--- src/sv/rcsc_pkg.sv ---
// Shared types and constants for the reference-counted slot cache.
package rcsc_pkg;

	localparam logic [1:0] MODE_ACQUIRE = 2'd0;
	localparam logic [1:0] MODE_RELEASE = 2'd1;
	localparam logic [1:0] MODE_PURGE   = 2'd2;
	localparam logic [1:0] MODE_CLEAR   = 2'd3;

	localparam logic [2:0] STAT_HIT       = 3'd0;
	localparam logic [2:0] STAT_FILLED    = 3'd1;
	localparam logic [2:0] STAT_BAD_KEY   = 3'd2;
	localparam logic [2:0] STAT_FULL      = 3'd3;
	localparam logic [2:0] STAT_LOAD_FAIL = 3'd4;
	localparam logic [2:0] STAT_DONE      = 3'd5;

	localparam logic [6:0]  KEY_LIMIT = 7'd99;
	localparam logic [15:0] REFS_MAX  = 16'hFFFF;

	typedef struct packed {
		logic [1:0] mode;
		logic [6:0] key_index;
		logic       palette_flag;
		logic       handle_valid;
		logic [5:0] handle_slot;
		logic       load_ok;
	} req_t;

	typedef struct packed {
		logic [2:0] status;
		logic [2:0] result_slot;
		logic       evicted;
	} rsp_t;

	// One slot entry as held in the slot memory.
	typedef struct packed {
		logic [6:0]  key;
		logic        palette;
		logic [15:0] refs;
	} entry_t;

	// Write-side controls from the sequencer to the slot store.
	typedef struct packed {
		logic wr_en;
		logic vld_set;
		logic vld_clr;
		logic vld_clr_all;
	} store_ctl_t;

	// Results of the shared compare and count unit.
	typedef struct packed {
		logic        match;
		logic        refs_zero;
		logic [15:0] refs_inc;
		logic [15:0] refs_dec;
	} cmp_res_t;

endpackage

--- src/sv/rcsc_cmp.sv ---
// Shared compare and count unit: key match, zero test, saturating increment and plain decrement.
module rcsc_cmp (
	input  rcsc_pkg::entry_t   entry,
	input  logic [6:0]         key,
	input  logic               palette,
	output rcsc_pkg::cmp_res_t res
);

	always_comb begin
		res.match     = (entry.key == key) && (entry.palette == palette);
		res.refs_zero = (entry.refs == 16'd0);
		res.refs_inc  = (entry.refs == rcsc_pkg::REFS_MAX) ? entry.refs : entry.refs + 16'd1;
		res.refs_dec  = entry.refs - 16'd1;
	end

endmodule

--- src/sv/rcsc_slot_store.sv ---
// Slot store: entry memory with registered read, and per-slot valid flags.
module rcsc_slot_store #(
	parameter int SLOTS = 8,
	parameter int IW    = 3
) (
	input  logic                 clk,
	input  logic                 arst_n,
	input  logic [IW-1:0]        rd_addr,
	output rcsc_pkg::entry_t     rd_data,
	input  rcsc_pkg::store_ctl_t ctl,
	input  logic [IW-1:0]        wr_addr,
	input  rcsc_pkg::entry_t     wr_data,
	output logic [SLOTS-1:0]     slot_valid
);

	rcsc_pkg::entry_t mem [SLOTS];
	rcsc_pkg::entry_t rd_data_q;
	logic [SLOTS-1:0] valid_q;

	always_ff @(posedge clk) begin
		if (ctl.wr_en) begin
			mem[wr_addr] <= wr_data;
		end
		rd_data_q <= mem[rd_addr];
	end

	always_ff @(posedge clk or negedge arst_n) begin
		if (!arst_n) begin
			valid_q <= '0;
		end else if (ctl.vld_clr_all) begin
			valid_q <= '0;
		end else if (ctl.vld_set) begin
			valid_q[wr_addr] <= 1'b1;
		end else if (ctl.vld_clr) begin
			valid_q[wr_addr] <= 1'b0;
		end
	end

	assign rd_data    = rd_data_q;
	assign slot_valid = valid_q;

endmodule

--- src/sv/refcounted_slot_cache.sv ---
// Top level of the reference-counted slot cache: sequencer, scan and output register.
//
//  channel | direction | handshake            | payload
//  --------+-----------+----------------------+--------------------------
//  req     | in        | req_valid, req_stall | rcsc_pkg::req_t (request)
//  rsp     | out       | rsp_valid, rsp_stall | rcsc_pkg::rsp_t (answer)
//
// Acquire and purge walk the slot memory one entry a cycle through its registered read
// port and the shared compare unit; acquire then decides in S_DECIDE. Release reads its
// slot in S_REL_RD and writes back in S_REL_WB, an ignored release skipping the write;
// a bad key or a clear goes straight to S_DONE. Reset clears every valid flag at once;
// no clearing pass is needed, as an invalid slot is never read for its contents. A
// finished answer waits in the output register under rsp_stall while the next request
// is taken; a further answer waits in its own state until that register frees.
module refcounted_slot_cache #(
	parameter int SLOTS = 8
) (
	input  logic             clk,
	input  logic             arst_n,
	input  logic             req_valid,
	output logic             req_stall,
	input  rcsc_pkg::req_t   req,
	output logic             rsp_valid,
	input  logic             rsp_stall,
	output rcsc_pkg::rsp_t   rsp
);

	// Index width into the slot table; at least one bit so a single slot still works.
	localparam int IW = (SLOTS > 1) ? $clog2(SLOTS) : 1;
	localparam logic [IW:0]   SLOTS_C = (IW + 1)'(SLOTS);
	localparam logic [IW-1:0] LAST_C  = IW'(SLOTS - 1);
	localparam logic [6:0]    SLOTS_H = 7'(SLOTS);

	// Sequencer states.
	localparam logic [2:0] S_IDLE   = 3'd0;
	localparam logic [2:0] S_SCAN   = 3'd1;
	localparam logic [2:0] S_DECIDE = 3'd2;
	localparam logic [2:0] S_REL_RD = 3'd3;
	localparam logic [2:0] S_REL_WB = 3'd4;
	localparam logic [2:0] S_DONE   = 3'd5;

	logic [2:0]            state_q, state_d;
	rcsc_pkg::req_t        req_q;
	rcsc_pkg::rsp_t        res_q, res_d, rsp_q;
	logic                  res_load;
	logic                  rsp_valid_q;
	logic                  accept;
	logic                  out_load;

	// Scan pipeline: idx_q issues reads, chk_q marks the entry being checked.
	logic [IW:0]           idx_q;
	logic                  issue;
	logic                  chk_q;
	logic [IW-1:0]         chk_idx_q;
	logic                  hit_q, free_q, zero_q;
	logic [IW-1:0]         hit_idx_q, free_idx_q, zero_idx_q;
	logic [15:0]           hit_refs_q;

	logic [IW-1:0]         rd_addr;
	logic [IW-1:0]         wr_addr;
	rcsc_pkg::entry_t      wr_data;
	rcsc_pkg::entry_t      rd_data;
	rcsc_pkg::store_ctl_t  ctl;
	logic [SLOTS-1:0]      slot_valid;
	rcsc_pkg::cmp_res_t    cmp;

	logic                  chk_valid;
	logic [IW-1:0]         pick_idx;
	logic                  pick_ok;
	logic [IW-1:0]         rel_idx;
	logic                  rel_ok;
	logic [IW+2:0]         hit_wide, pick_wide;

	rcsc_slot_store #(
		.SLOTS (SLOTS),
		.IW    (IW)
	) u_store (
		.clk        (clk),
		.arst_n     (arst_n),
		.rd_addr    (rd_addr),
		.rd_data    (rd_data),
		.ctl        (ctl),
		.wr_addr    (wr_addr),
		.wr_data    (wr_data),
		.slot_valid (slot_valid)
	);

	// The one compare unit sees whichever entry the read port returned this cycle.
	rcsc_cmp u_cmp (
		.entry   (rd_data),
		.key     (req_q.key_index),
		.palette (req_q.palette_flag),
		.res     (cmp)
	);

	assign req_stall = (state_q != S_IDLE);
	assign accept    = req_valid && (state_q == S_IDLE);
	assign issue     = (state_q == S_SCAN) && (idx_q < SLOTS_C);
	assign chk_valid = slot_valid[chk_idx_q];

	// A free slot wins over evicting an unreferenced one.
	assign pick_ok  = free_q || zero_q;
	assign pick_idx = free_q ? free_idx_q : zero_idx_q;

	assign rel_idx = req_q.handle_slot[IW-1:0];
	assign rel_ok  = req_q.handle_valid && ({1'b0, req_q.handle_slot} < SLOTS_H) &&
		slot_valid[rel_idx];

	// Result slot carries the low three bits of the slot number.
	assign hit_wide  = {3'b000, hit_idx_q};
	assign pick_wide = {3'b000, pick_idx};

	assign out_load = (state_q == S_DONE) && (!rsp_valid_q || !rsp_stall);

	always_comb begin
		state_d  = state_q;
		ctl      = '0;
		rd_addr  = idx_q[IW-1:0];
		wr_addr  = pick_idx;
		wr_data  = '{key: req_q.key_index, palette: req_q.palette_flag, refs: 16'd1};
		res_load = 1'b0;
		res_d    = '{status: rcsc_pkg::STAT_DONE, result_slot: 3'd0, evicted: 1'b0};
		case (state_q)
			S_IDLE: begin
				if (accept) begin
					case (req.mode)
						rcsc_pkg::MODE_ACQUIRE: begin
							if (req.key_index > rcsc_pkg::KEY_LIMIT) begin
								res_load       = 1'b1;
								res_d.status   = rcsc_pkg::STAT_BAD_KEY;
								state_d        = S_DONE;
							end else begin
								state_d = S_SCAN;
							end
						end
						rcsc_pkg::MODE_RELEASE: begin
							state_d = S_REL_RD;
						end
						rcsc_pkg::MODE_PURGE: begin
							state_d = S_SCAN;
						end
						default: begin
							// Clear drops every slot in one go.
							ctl.vld_clr_all = 1'b1;
							res_load        = 1'b1;
							state_d         = S_DONE;
						end
					endcase
				end
			end
			S_SCAN: begin
				// Purge frees each valid unreferenced slot as the scan meets it.
				if (chk_q && (req_q.mode == rcsc_pkg::MODE_PURGE) && chk_valid &&
					cmp.refs_zero) begin
					ctl.vld_clr = 1'b1;
					wr_addr     = chk_idx_q;
				end
				if (chk_q && (chk_idx_q == LAST_C)) begin
					if (req_q.mode == rcsc_pkg::MODE_PURGE) begin
						res_load = 1'b1;
						state_d  = S_DONE;
					end else begin
						state_d = S_DECIDE;
					end
				end
			end
			S_DECIDE: begin
				res_load = 1'b1;
				state_d  = S_DONE;
				if (hit_q) begin
					ctl.wr_en         = 1'b1;
					wr_addr           = hit_idx_q;
					wr_data.refs      = hit_refs_q;
					res_d.status      = rcsc_pkg::STAT_HIT;
					res_d.result_slot = hit_wide[2:0];
				end else if (!pick_ok) begin
					res_d.status = rcsc_pkg::STAT_FULL;
				end else if (req_q.load_ok) begin
					ctl.wr_en         = 1'b1;
					ctl.vld_set       = 1'b1;
					res_d.status      = rcsc_pkg::STAT_FILLED;
					res_d.result_slot = pick_wide[2:0];
					res_d.evicted     = !free_q;
				end else begin
					// A failed load leaves the chosen slot free, evicted or not.
					ctl.vld_clr   = 1'b1;
					res_d.status  = rcsc_pkg::STAT_LOAD_FAIL;
					res_d.evicted = !free_q;
				end
			end
			S_REL_RD: begin
				rd_addr = rel_idx;
				if (rel_ok) begin
					state_d = S_REL_WB;
				end else begin
					res_load = 1'b1;
					state_d  = S_DONE;
				end
			end
			S_REL_WB: begin
				wr_addr  = rel_idx;
				wr_data  = '{key: rd_data.key, palette: rd_data.palette, refs: cmp.refs_dec};
				res_load = 1'b1;
				state_d  = S_DONE;
				if (!cmp.refs_zero) begin
					ctl.wr_en = 1'b1;
				end
			end
			S_DONE: begin
				if (out_load) begin
					state_d = S_IDLE;
				end
			end
			default: begin
				state_d = S_IDLE;
			end
		endcase
	end

	always_ff @(posedge clk or negedge arst_n) begin
		if (!arst_n) begin
			state_q     <= S_IDLE;
			rsp_valid_q <= 1'b0;
			chk_q       <= 1'b0;
			hit_q       <= 1'b0;
			free_q      <= 1'b0;
			zero_q      <= 1'b0;
			idx_q       <= '0;
		end else begin
			state_q <= state_d;
			if (out_load) begin
				rsp_valid_q <= 1'b1;
			end else if (!rsp_stall) begin
				rsp_valid_q <= 1'b0;
			end
			if (accept) begin
				idx_q  <= '0;
				chk_q  <= 1'b0;
				hit_q  <= 1'b0;
				free_q <= 1'b0;
				zero_q <= 1'b0;
			end else if (state_q == S_SCAN) begin
				chk_q <= issue;
				if (issue) begin
					idx_q <= idx_q + (IW + 1)'(1);
				end
				// Acquire keeps the first hit, the first free slot and the first
				// valid unreferenced slot.
				if (chk_q && (req_q.mode == rcsc_pkg::MODE_ACQUIRE)) begin
					if (chk_valid && cmp.match && !hit_q) begin
						hit_q <= 1'b1;
					end
					if (!chk_valid && !free_q) begin
						free_q <= 1'b1;
					end
					if (chk_valid && cmp.refs_zero && !zero_q) begin
						zero_q <= 1'b1;
					end
				end
			end else begin
				chk_q <= 1'b0;
			end
		end
	end

	always_ff @(posedge clk) begin
		if (accept) begin
			req_q <= req;
		end
		if (res_load) begin
			res_q <= res_d;
		end
		if (out_load) begin
			rsp_q <= res_q;
		end
		if (state_q == S_SCAN) begin
			chk_idx_q <= idx_q[IW-1:0];
			if (chk_q && (req_q.mode == rcsc_pkg::MODE_ACQUIRE)) begin
				if (chk_valid && cmp.match && !hit_q) begin
					hit_idx_q  <= chk_idx_q;
					hit_refs_q <= cmp.refs_inc;
				end
				if (!chk_valid && !free_q) begin
					free_idx_q <= chk_idx_q;
				end
				if (chk_valid && cmp.refs_zero && !zero_q) begin
					zero_idx_q <= chk_idx_q;
				end
			end
		end
	end

	assign rsp_valid = rsp_valid_q;
	assign rsp       = rsp_q;

	// Assertions.

	a_clear_empties: assert property (@(posedge clk) disable iff (!arst_n)
		(accept && (req.mode == rcsc_pkg::MODE_CLEAR)) |=> (slot_valid == '0))
		else $error("clear left a slot valid");

	a_no_write_idle: assert property (@(posedge clk) disable iff (!arst_n)
		(state_q == S_IDLE) |-> (!ctl.wr_en && !ctl.vld_set))
		else $error("slot store written while idle");

	a_hit_slot_live: assert property (@(posedge clk) disable iff (!arst_n)
		((state_q == S_DECIDE) && hit_q) |-> slot_valid[hit_idx_q])
		else $error("hit slot is not valid");

	a_fill_sets_valid: assert property (@(posedge clk) disable iff (!arst_n)
		((state_q == S_DECIDE) && !hit_q && pick_ok && req_q.load_ok) |=>
		slot_valid[$past(pick_idx)])
		else $error("filled slot not marked valid");

	a_check_only_scan: assert property (@(posedge clk) disable iff (!arst_n)
		chk_q |-> (state_q == S_SCAN))
		else $error("slot check outside the scan");

endmodule
--- config.mk ---
export PLATFORM = sky130hd
export DESIGN_NAME = refcounted_slot_cache
export DESIGN_NICKNAME = d
export VERILOG_FILES = /design/src/sv/rcsc_pkg.sv /design/src/sv/rcsc_cmp.sv /design/src/sv/rcsc_slot_store.sv /design/src/sv/refcounted_slot_cache.sv
export SDC_FILE = /design/constraint.sdc
export NUM_CORES = 1
export LEC_CHECK = 0
export ABC_AREA = 0
export BUFFER_PORTS_ARGS = -buffer_cell sky130_fd_sc_hd__buf_4
export CAP_MARGIN = 20
export CORE_MARGIN = 4
export CORE_UTILIZATION = 50
export CTS_CLUSTER_DIAMETER = 200
export DETAILED_ROUTE_END_ITERATION = 12
export GPL_ROUTABILITY_DRIVEN = 1
export GPL_TIMING_DRIVEN = 0
export PLACE_DENSITY = 0.66
export SETUP_SLACK_MARGIN = 0.05
export SYNTH_ARGS = -nofsm -noshare
export SYNTH_HDL_FRONTEND = slang
export SYNTH_HIERARCHICAL = 1
export SYNTH_SLANG_ARGS = --single-unit
--- constraint.sdc ---
create_clock -name clk -period 12.73 [get_ports clk]
set_input_delay 0.6365 -clock clk [delete_from_list [all_inputs] [get_ports clk]]
set_output_delay 0.6365 -clock clk [all_outputs]
set_load 0.05 [all_outputs]
==> run summary, run 1 <==
status -> finished clean
met2 Usage GRT -> 0.303
max incr delay on CP -> 0.70 ns
hold path cells -> 1
hold wc startpoint -> req[9]
register bit total from synthesis -> 296
number of synthesized flops with an enable pin -> 252
flop2flop setup slack -> 7.76 ns
CTS Sinks -> 296
deepest clock path buffer count -> 3
delay-heaviest family, CP -> simple AND/OR/NAND/NOR gates
DRC Markers -> 0
initial antenna violation count -> 0
post-cts gate resize count -> 0
TritonCTS clock tree -> built
GRT overflow -> 0
hold-fix buffers at CTS -> 1
share of post-route cells with drive strength above 1 -> 0.280
Antenna Cells -> 0
wire length per cell -> 22.4 µm
fraction of registers with async set/reset -> 0.0676
die area -> 27,500 µm²
GRT met3 Usage -> 0.0276
Syn Nets -> 769
Fin. Hold Viols -> 0
Crit Path Category -> reg -> reg
max-cap check violation count -> 0
First-pass DRT Iterations -> 5
slowest CP cell -> a211oi_1
reg-to-reg endpoint -> u_store/mem[3][4]
DP HPWL -> 17,000 µm
Core Region -> 24,400 µm²
die width -> 166 µm
CP required -> 12.98 ns
Final Wtd Congestion -> 0.843
CP max FO -> 14
clock slew at reported path FFs -> 0.06 ns
Endpoint, Worst Hold -> req_q[9]
Fmax -> 0.201 GHz
Post-Syn Area -> 12,500 µm²
largest net degree at the start of global routing -> 27
Tmin final -> 4.97 ns
clock buffer count from CTS -> 30
row count -> 57
TNS Setup -> 0 ns
# Post-CTS Setup Buffers -> 0
Final setup viols -> 0
reg2reg start -> u_store/rd_data[3]
Pleak -> 4.90 nW
startpoint types -> flip-flop
Multi-input gate area -> 3650 µm²
Hold Crit Class -> in -> reg
final slew viol count -> 0
Worst VDD drop -> 0.123 mV
filler instances -> 1,822
Setup crit end kind -> flip-flop
Post-Syn Instances -> 741
Slew @ Worst Pin -> 0.998 ns
Nets -> 843
Post-Syn Area per Cell -> 16.8 µm²
register area -> 8550 µm²
met1 usage -> 0.275
Worst EP arrival -> 5.21 ns
vias in the first global route -> 6,912
clock latency on the worst-skew pair -> 0.55 ns
Max-slew headroom -> 0.335
post-layout util -> 0.590
Power Density -> 229 nW/µm²
initial core utilization -> 0.511
crit share post-route -> 0.390
ANT nets after route -> 0
I/O Buffers -> 30
Area growth syn-to-layout -> 15.3%
predominant post-synthesis flop cell -> edfxtp_1
total track usage -> 0.189
IO Count -> 31
H-tree levels -> 1
setup repair after global routing missed its margin -> false
cells along the critical path -> buf_2 -> nor4_1 -> nand3b_1 -> nor3_1 -> nand3_1 -> nor4_4 -> nor3_1 -> a211oi_1 -> clkbuf_1 -> nand3b_1 -> nor2_4 -> buf_16
first-pass GRT wire length -> 40,600 µm
Ys Warns -> 6
global route hottest layer -> met2
starting DRC count in detailed routing -> 610
via count -> 6,805
vias per cell -> 5.85
Crit path buffers/inverters -> 3
Die Span Y -> 166 µm
Root Buffer -> clkbuf_16
worst r2r path cells -> 12
register area share after synthesis -> 0.686
Fin Clk Skew -> 0.0151 ns
Yosys cell types -> 67
Routed WL -> 26,100 µm
[cells in the final DEF, fill, tap and decap left out, types with 14 or more instances in the layout]
cell	synthesis	routed
edfxtp_1	252	252
mux4_2	48	48
buf_4	3	33
nand2_1	32	32
mux2_2	32	32
clkbuf_16	0	31
nor2_1	35	27
dfxtp_1	24	24
inv_1	23	23
clkbuf_1	16	22
xnor2_1	22	22
dfrtp_1	20	20
buf_2	17	17
a21oi_1	17	17
a22o_1	16	16
o21ai_0	16	16
nand3_1	14	14
[synthesized netlist by cell type, drive strengths merged (2+ instances only)]
cell type    n  share of area
nor4b        4         0.0052
nor4bb       3         0.0024
a22o        16          0.011
inv         24         0.0072
xor2         7         0.0049
nor2b        6         0.0030
o21ai       16         0.0064
or4          2         0.0012
a31oi        6         0.0030
mux4        48          0.087
mux2i        7         0.0056
a2111oi      2         0.0034
nand3b       4         0.0024
o31ai        3         0.0018
and3         3         0.0015
nand4        7         0.0045
xnor2       22          0.015
and2         4         0.0020
nor3        12         0.0048
dfxtp       24          0.039
clkbuf      17         0.0052
a21oi       17         0.0068
or3          2         0.0010
and4         2         0.0015
o32ai        8         0.0056
o22a         2         0.0014
and4b        3         0.0024
dfrtp       20          0.040
o211ai       2         0.0012
edfxtp     252           0.61
nor4         6         0.0047
ha           6         0.0060
nand2       32         0.0096
o21a         5         0.0030
buf         25          0.014
nand2b       8         0.0040
nand3       14         0.0056
or3b         7         0.0049
nor3b        2         0.0016
o22ai        2         0.0021
mux2        44          0.043
nor2        36          0.011
[report_power, final]
part           total, W  internal [W]  switching [W]
Clock          0.000846      0.000497       0.000349
Sequential      0.00133       0.00124      0.0000949
Combinational   0.00111      0.000510       0.000603
[metal layers]
metal | part of all wire | wire length (µm) | vias to the layer above
met5 | 0 | 0 | -
met4 | 0.024 | 614 | 0
met3 | 0.051 | 1320 | 46
met2 | 0.48 | 12500 | 181
met1 | 0.45 | 11700 | 3525
li1 | - | - | 3053
[sequential cells by signal (all words and copies together), names as in the netlist]
signal,cells
chk_idx_q,3
u_store/rd_data,24
rsp_valid,1
u_store/slot_valid,8
rel_idx,3
hit_q,1
rsp,7
u_store/mem,192
state_q,3
hit_idx_q,3
res_q,7
free_q,1
zero_q,1
zero_idx_q,3
chk_q,1
req_q,15
hit_refs_q,16
free_idx_q,3
idx_q,4
[kinds of logic after synthesis]
group	after synthesis	share of synthesized area
and+or+nand+nor	161	0.0764
xor gates and xnor gates	29	0.0204
DFF	296	0.686
AOI/OAI and AO/OA	84	0.0494
muxes	99	0.136
buffers and inverters	66	0.0264
adders and majority gates	6	0.00602
[how the worst max path moves through the flow]
| stage | slack, ns | depth (start not counted) | startpoint | endpoint |
|---|---|---|---|---|
| after floorplan | 8.13 | 11 | u_store/rd_data[3] | u_store/mem[6][0] |
| after global placement | 5.40 | 11 | u_store/rd_data[3] | u_store/mem[6][13] |
| after detailed placement | 7.80 | 12 | u_store/rd_data[3] | u_store/mem[7][21] |
| after CTS | 7.77 | 12 | u_store/rd_data[3] | u_store/mem[7][4] |
| after global routing | 7.43 | 12 | u_store/rd_data[3] | u_store/mem[3][4] |
| final | 7.76 | 12 | u_store/rd_data[3] | u_store/mem[3][4] |
[layout make-up]
type	count	share of cell area
Sequential cell	296	0.595
Multi-Input combinational cell	379	0.254
Clock buffer	43	0.0613
Timing Repair Buffer	42	0.0334
Tap cell	324	0.0282
Buffer	42	0.0166
Inverter	24	0.00627
Clock inverter	13	0.00600
[per-stage QoR]
step | power (W) | area [µm²] | instances | setup WS, ns | hold WS, ns
floorplan | 0.00216 | 12500 | 741 | 8.13 | 0.341
global placement | 0.00240 | 13100 | 1095 | 5.40 | 0.401
detailed placement | 0.00246 | 13400 | 1106 | 7.80 | 0.405
CTS | 0.00331 | 14400 | 1163 | 7.77 | 0.242
global route | 0.00347 | 14400 | 1163 | 7.43 | 0.242
finish | 0.00329 | 14400 | 1163 | 7.76 | 0.260
Power figures use the tool's default switching activity.
==> run 2: changes to the inputs <==
--- a/config.mk
+++ b/config.mk
@@ -14,7 +14,7 @@
 export DETAILED_ROUTE_END_ITERATION = 12
 export GPL_ROUTABILITY_DRIVEN = 1
 export GPL_TIMING_DRIVEN = 0
-export PLACE_DENSITY = 0.66
+export PLACE_DENSITY = 0.69
 export SETUP_SLACK_MARGIN = 0.05
 export SYNTH_ARGS = -nofsm -noshare
 export SYNTH_HDL_FRONTEND = slang
==> constraint.sdc (replaced) <==
create_clock -name clk -period 4.4 [get_ports clk]
set_input_delay 0.22 -clock clk [delete_from_list [all_inputs] [get_ports clk]]
set_output_delay 0.22 -clock clk [all_outputs]
set_load 0.05 [all_outputs]
==> run 2 against run 1 <==
Global-route usage grew 0.40 points. Design area grew 2.0%. Sequential share of layout area shrank 1.2 points. Utilization grew 1.2 points. Wire length grew 0.84%.
==> run summary, run 2 (same netlist as run 1, synthesis figures left out) <==
CP max FO -> 21
cells along the critical path -> buf_2 -> nor4_1 -> nand2_1 -> nor3_2 -> nand3_1 -> nor4_4 -> a21oi_1 -> o22a_1 -> clkbuf_1 -> or3b_2 -> nor2_4 -> buf_12
row count -> 57
Area after DPL -> 13,300 µm²
initial core utilization -> 0.511
Setup crit end kind -> flip-flop
deepest clock path buffer count -> 3
DP Worst Slack -> -0.687 ns
Largest register FFs -> 192
highest-count cells in the layout ignoring fill and taps -> 252 x edfxtp_1, 48 x mux4_2, 40 x buf_4
Worst EP arrival -> 4.34 ns
largest net degree at the start of global routing -> 27
crit share post-route -> 0.932
final instance area -> 14,700 µm²
vias per cell -> 5.77
Final setup viols -> 0
flop2flop setup slack -> 0.30 ns
slowest CP cell -> nor4_1
startpoint types -> flip-flop
H-tree levels -> 1
Pleak -> 5.01 nW
Worst VDD drop -> 0.378 mV
setup slack after layout -> 0.300 ns
overall power -> 0.00962 W
Nets -> 872
Slew @ Worst Pin -> 1.02 ns
max-cap check violation count -> 0
wire length per cell -> 22.1 µm
status -> finished clean
Die Span Y -> 166 µm
DP HPWL -> 16,400 µm
Routed WL -> 26,300 µm
Fin. Hold Viols -> 0
initial antenna violation count -> 0
Root Buffer -> clkbuf_16
Final Wtd Congestion -> 0.839
final slew viol count -> 0
Fmax -> 0.244 GHz
Area growth syn-to-layout -> 17.7%
Core Region -> 24,400 µm²
reg2reg start -> u_store/rd_data[9]
first-pass GRT wire length -> 41,800 µm
clock slew at reported path FFs -> 0.06 ns
filler instances -> 1,757
total track usage -> 0.193
starting DRC count in detailed routing -> 639
worst r2r path cells -> 12
vias in the first global route -> 7,089
share of post-route cells with drive strength above 1 -> 0.287
TritonCTS clock tree -> built
First-pass DRT Iterations -> 5
Crit Path Category -> reg -> reg
Crit path buffers/inverters -> 3
leading cell type in the layout, fill and taps excluded -> edfxtp_1
reg-to-reg endpoint -> u_store/mem[1][11]
Largest Register -> u_store/mem
Max-slew headroom -> 0.320
Tmin final -> 4.10 ns
Antenna Cells -> 0
clock latency on the worst-skew pair -> 0.58 ns
clock buffer count from CTS -> 30
GRT overflow -> 0
Hold Crit Class -> in -> async
delay-heaviest family, CP -> simple AND/OR/NAND/NOR gates
die area -> 27,500 µm²
die width -> 166 µm
ANT nets after route -> 0
setup repair after global routing missed its margin -> false
Fin Clk Skew -> 0.0467 ns
via count -> 6,883
Power Density -> 656 nW/µm²
DRC Markers -> 0
CP required -> 4.64 ns
TNS Setup -> 0 ns
max incr delay on CP -> 0.60 ns
I/O Buffers -> 30
CTS Sinks -> 296
IO Count -> 31
post-layout util -> 0.602
-- run 2: stage by stage --
| step | instances | hold slack, ns |
|---|---|---|
| after floorplan | 741 | -0.0756 |
| after global placement | 1095 | 0.119 |
| after detailed placement | 1101 | 0.128 |
| after CTS | 1188 | 0.0608 |
| after global routing | 1192 | 0.107 |
| final | 1192 | 0.0853 |
-- run 2: cell type report --
class	count	area, µm²	area share
inverter	24	90.1	0.00614
timing repair buffer	68	708	0.0483
clock inverter	13	131	0.00895
buffer	42	240	0.0164
tap	324	405	0.0276
sequential	296	8550	0.583
clock buffer	43	850	0.0579
multi-input combinational	382	3700	0.252
-- run 2: worst max-delay path by stage --
| stage | startpoint | to | slack [ns] | depth (start not counted) |
|---|---|---|---|---|
| after floorplan | u_store/rd_data[3] | u_store/mem[1][0] | 0.13 | 10 |
| after global placement | u_store/rd_data[3] | u_store/mem[1][13] | -1.93 | 10 |
| after detailed placement | u_store/rd_data[3] | u_store/mem[3][14] | -0.69 | 11 |
| after CTS | u_store/rd_data[4] | u_store/mem[2][19] | 0.06 | 11 |
| after global routing | u_store/rd_data[9] | u_store/mem[1][11] | 0.06 | 12 |
| final | u_store/rd_data[9] | u_store/mem[1][11] | 0.30 | 12 |
-- run 2: what timing repair did --
action,4_1_cts,5_1_grt
pin swaps,5,4
hold buffers,20,0
setup endpoints to repair,165,145
endpoints found under the hold margin,40,0
buffers inserted,8,4
resized for setup,6,0
cloned,3,0
-- run 2: routing by layer --
layer | routed length, µm | track usage | vias up
li1 | - | - | 3107
met1 | 11100 | 0.278 | 3506
met2 | 13000 | 0.318 | 231
met3 | 1650 | 0.0293 | 39
met4 | 561 | 0.0420 | 0
met5 | 0 | 0 | -
-- run 2: power breakdown --
part	leakage, nW	switching, W	internal [W]
Clock	0.469	0.00105	0.00141
Sequential	2.79	0.000257	0.00358
Combinational	1.75	0.00182	0.00151
Total	5.01	0.00312	0.00650
==> run 3: changes to the inputs <==
--- a/config.mk
+++ b/config.mk
@@ -6,17 +6,16 @@
 export NUM_CORES = 1
 export LEC_CHECK = 0
 export ABC_AREA = 0
-export BUFFER_PORTS_ARGS = -buffer_cell sky130_fd_sc_hd__buf_4
 export CAP_MARGIN = 20
 export CORE_MARGIN = 4
 export CORE_UTILIZATION = 50
 export CTS_CLUSTER_DIAMETER = 200
 export DETAILED_ROUTE_END_ITERATION = 12
+export DONT_BUFFER_PORTS = 1
 export GPL_ROUTABILITY_DRIVEN = 1
 export GPL_TIMING_DRIVEN = 0
-export PLACE_DENSITY = 0.69
+export PLACE_DENSITY = 0.68
 export SETUP_SLACK_MARGIN = 0.05
 export SYNTH_ARGS = -nofsm -noshare
 export SYNTH_HDL_FRONTEND = slang
-export SYNTH_HIERARCHICAL = 1
 export SYNTH_SLANG_ARGS = --single-unit
==> run 3 against run 2 <==
Synthesized area shrank 2.1%. Wire length shrank 2.8%. Sequential share of layout area grew 2.0 points. Global-route usage is essentially flat. Register-to-register slack gained 0.63 ns. Die area shrank 2.0%. Fmax grew 18%.
==> run summary, run 3 <==
status -> finished clean
Final Wtd Congestion -> 0.929
CP required -> 4.66 ns
Post-Synth Simple-Gate Area -> 0.0783
max-cap check violation count -> 0
Largest Register -> u_store.mem
post-cts gate resize count -> 0
Final setup viols -> 0
Final Instance Count excl. Fillers -> 1,142
Compound-Gate Fraction of Synth Area -> 0.0450
largest net degree at the start of global routing -> 26
Largest register FFs -> 192
clock slew at reported path FFs -> 0.06 ns
ANT nets after route -> 0
Area growth syn-to-layout -> 16.3%
Worst EP arrival -> 3.73 ns
starting DRC count in detailed routing -> 541
share of post-route cells with drive strength above 1 -> 0.217
Setup crit end kind -> flip-flop
GRT met3 Usage -> 0.0304
dpl cells -> 1,063
Post-Syn Area per Cell -> 16.6 µm²
Power Density -> 658 nW/µm²
multiplexer area fraction after synthesis -> 0.131
WHS -> 0.0496 ns
GRT overflow -> 0
Hold Crit Class -> in -> reg
DP Worst Slack -> 0.964 ns
Post-Syn Instances -> 736
top-count cell post-synth -> edfxtp_1
Nets -> 823
die width -> 164 µm
Tmin final -> 3.47 ns
leading cell type in the layout, fill and taps excluded -> edfxtp_1
row count -> 56
Post-Syn Area -> 12,200 µm²
DRC Markers -> 0
Yosys cell types -> 68
predominant post-synthesis flop cell -> edfxtp_1
CTS Sinks -> 296
register bit total from synthesis -> 296
Post-synth top cells -> 252 x edfxtp_1, 74 x nand2_1, 50 x mux4_2, 30 x nor2_1
Antenna Cells -> 0
Slew @ Worst Pin -> 1.00 ns
Fmax -> 0.288 GHz
IO Count -> 31
die area -> 27,000 µm²
met1 usage -> 0.270
dominant cells by area after synthesis -> edfxtp_1 62%, mux4_2 9.2%, dfrtp_1 4.1%
highest-count cells in the layout ignoring fill and taps -> 252 x edfxtp_1, 74 x nand2_1, 50 x mux4_2
TritonCTS clock tree -> built
crit share post-route -> 0.788
adder-cell area share of the yosys netlist -> 0.00307
first-pass GRT wire length -> 39,700 µm
final slew viol count -> 0
vias in the first global route -> 6,922
main combinational cell family by area after synthesis -> multiplexers
global route hottest layer -> met2
startpoint types -> flip-flop
CP max FO -> 25
filler instances -> 1,748
Die Span Y -> 164 µm
met2 Usage GRT -> 0.316
Pleak -> 4.77 nW
Post-Synth XOR/XNOR Area -> 0.0237
number of synthesized flops with an enable pin -> 252
Fin Clk Skew -> 0.0251 ns
Synth area leader -> edfxtp_1
Root Buffer -> clkbuf_16
First-pass DRT Iterations -> 5
Routed WL -> 25,600 µm
setup slack after layout -> 0.933 ns
DP HPWL -> 16,100 µm
Yosys top cell area share -> 0.620
Crit Path Category -> reg -> reg
clock latency on the worst-skew pair -> 0.57 ns
vias per cell -> 5.93
setup repair after global routing missed its margin -> false
fraction of registers with async set/reset -> 0.0676
initial antenna violation count -> 0
Max-slew headroom -> 0.329
Ys Warns -> 0
Worst VDD drop -> 0.401 mV
clock buffer count from CTS -> 31
I/O Buffers -> 0
initial core utilization -> 0.514
Core Region -> 23,800 µm²
Syn Nets -> 761
via count -> 6,773
deepest clock path buffer count -> 3
H-tree levels -> 1
Fin. Hold Viols -> 0
register area share after synthesis -> 0.700
total track usage -> 0.193
wire length per cell -> 22.4 µm
## run 3: cell count changes after synthesis, moves of 5 or more
cell / previous run / this run
a22o_1: 16 / 2
nand2_1: 32 / 74
mux2_4: 12 / 1
o21ai_0: 16 / 25
buf_2: 17 / 8
mux2_2: 32 / 25
nor2_1: 35 / 30
nor3_1: 12 / 19
a21oi_1: 17 / 7
o32ai_1: 8 / 0
inv_1: 23 / 10
mux2i_1: 7 / 13
or3b_2: 7 / 0
## run 3: path summary, 6_finish.rpt
kind	startpoint	end	slack [ns]	cells after the start
max	state_q[1]	res_q[2]	0.93	7
min	rsp_stall	rsp[4]	0.05	1
max reg2reg	state_q[1]	res_q[2]	0.93	7
min reg2reg	res_q[4]	rsp[4]	0.42	0
max in group asynchronous	arst_n	rsp_valid	3.51	1
min in group asynchronous	arst_n	chk_q	0.28	1
## run 3: critical path, stage by stage, from the launching register on
cell and delay, ns:
dfrtp_1 0.44, clkbuf_1 0.36, nor3_1 0.15, nand2_1 0.14, clkinv_1 0.79, nand3_1 0.66
o21ai_0 0.14, or3_1 0.48
## run 3: metrics by stage
step | utilization | power [W] | setup TNS [ns] | instance area [µm²]
3_5_place_dp | 0.541 | 0.00653 | 0 | 12800
5_1_grt | 0.598 | 0.00980 | 0 | 14200
2_1_floorplan | - | 0.00581 | 0 | 12200
3_3_place_gp | 0.531 | 0.00639 | -72.71 | 12600
6_report | 0.598 | 0.00934 | 0 | 14200
4_1_cts | 0.598 | 0.00941 | 0 | 14200
## run 3: what timing repair did
action / in CTS / in global routing
hold buffers: 21 / 0
hold endpoints to repair: 43 / 0
setup buffers: 0 / 0
## run 3: cell type report
cell class / instances / area, µm² / share of cell area
repair buffers: 29 / 385 / 0.0271
multi-input cells: 395 / 3500 / 0.246
clock buffers: 38 / 842 / 0.0593
inverters: 11 / 41.3 / 0.00291
flip-flops and latches: 296 / 8550 / 0.602
plain buffers: 34 / 183 / 0.0129
well taps: 319 / 399 / 0.0281
clock inverters: 20 / 300 / 0.0212
## run 3: cell families (layout without fill, tap and decap cells)
family | Yosys count | in the layout
simple gates | 188 | 188
flops | 296 | 296
compound gates | 80 | 80
fa+ha+maj | 3 | 3
xor+xnor | 33 | 33
mux | 91 | 91
buf+inv | 45 | 132
## run 3: power breakdown
group | internal (W) | switching (W)
clock | 0.00178 | 0.00107
sequential | 0.00355 | 0.000294
combinational | 0.00117 | 0.00148
total | 0.00650 | 0.00285
## run 3: per-layer routing
layer / wire [µm] / vias up
met5: 0 / -
met4: 636 / 0
li1: - / 2995
met1: 10900 / 3458
met2: 12500 / 267
met3: 1530 / 53
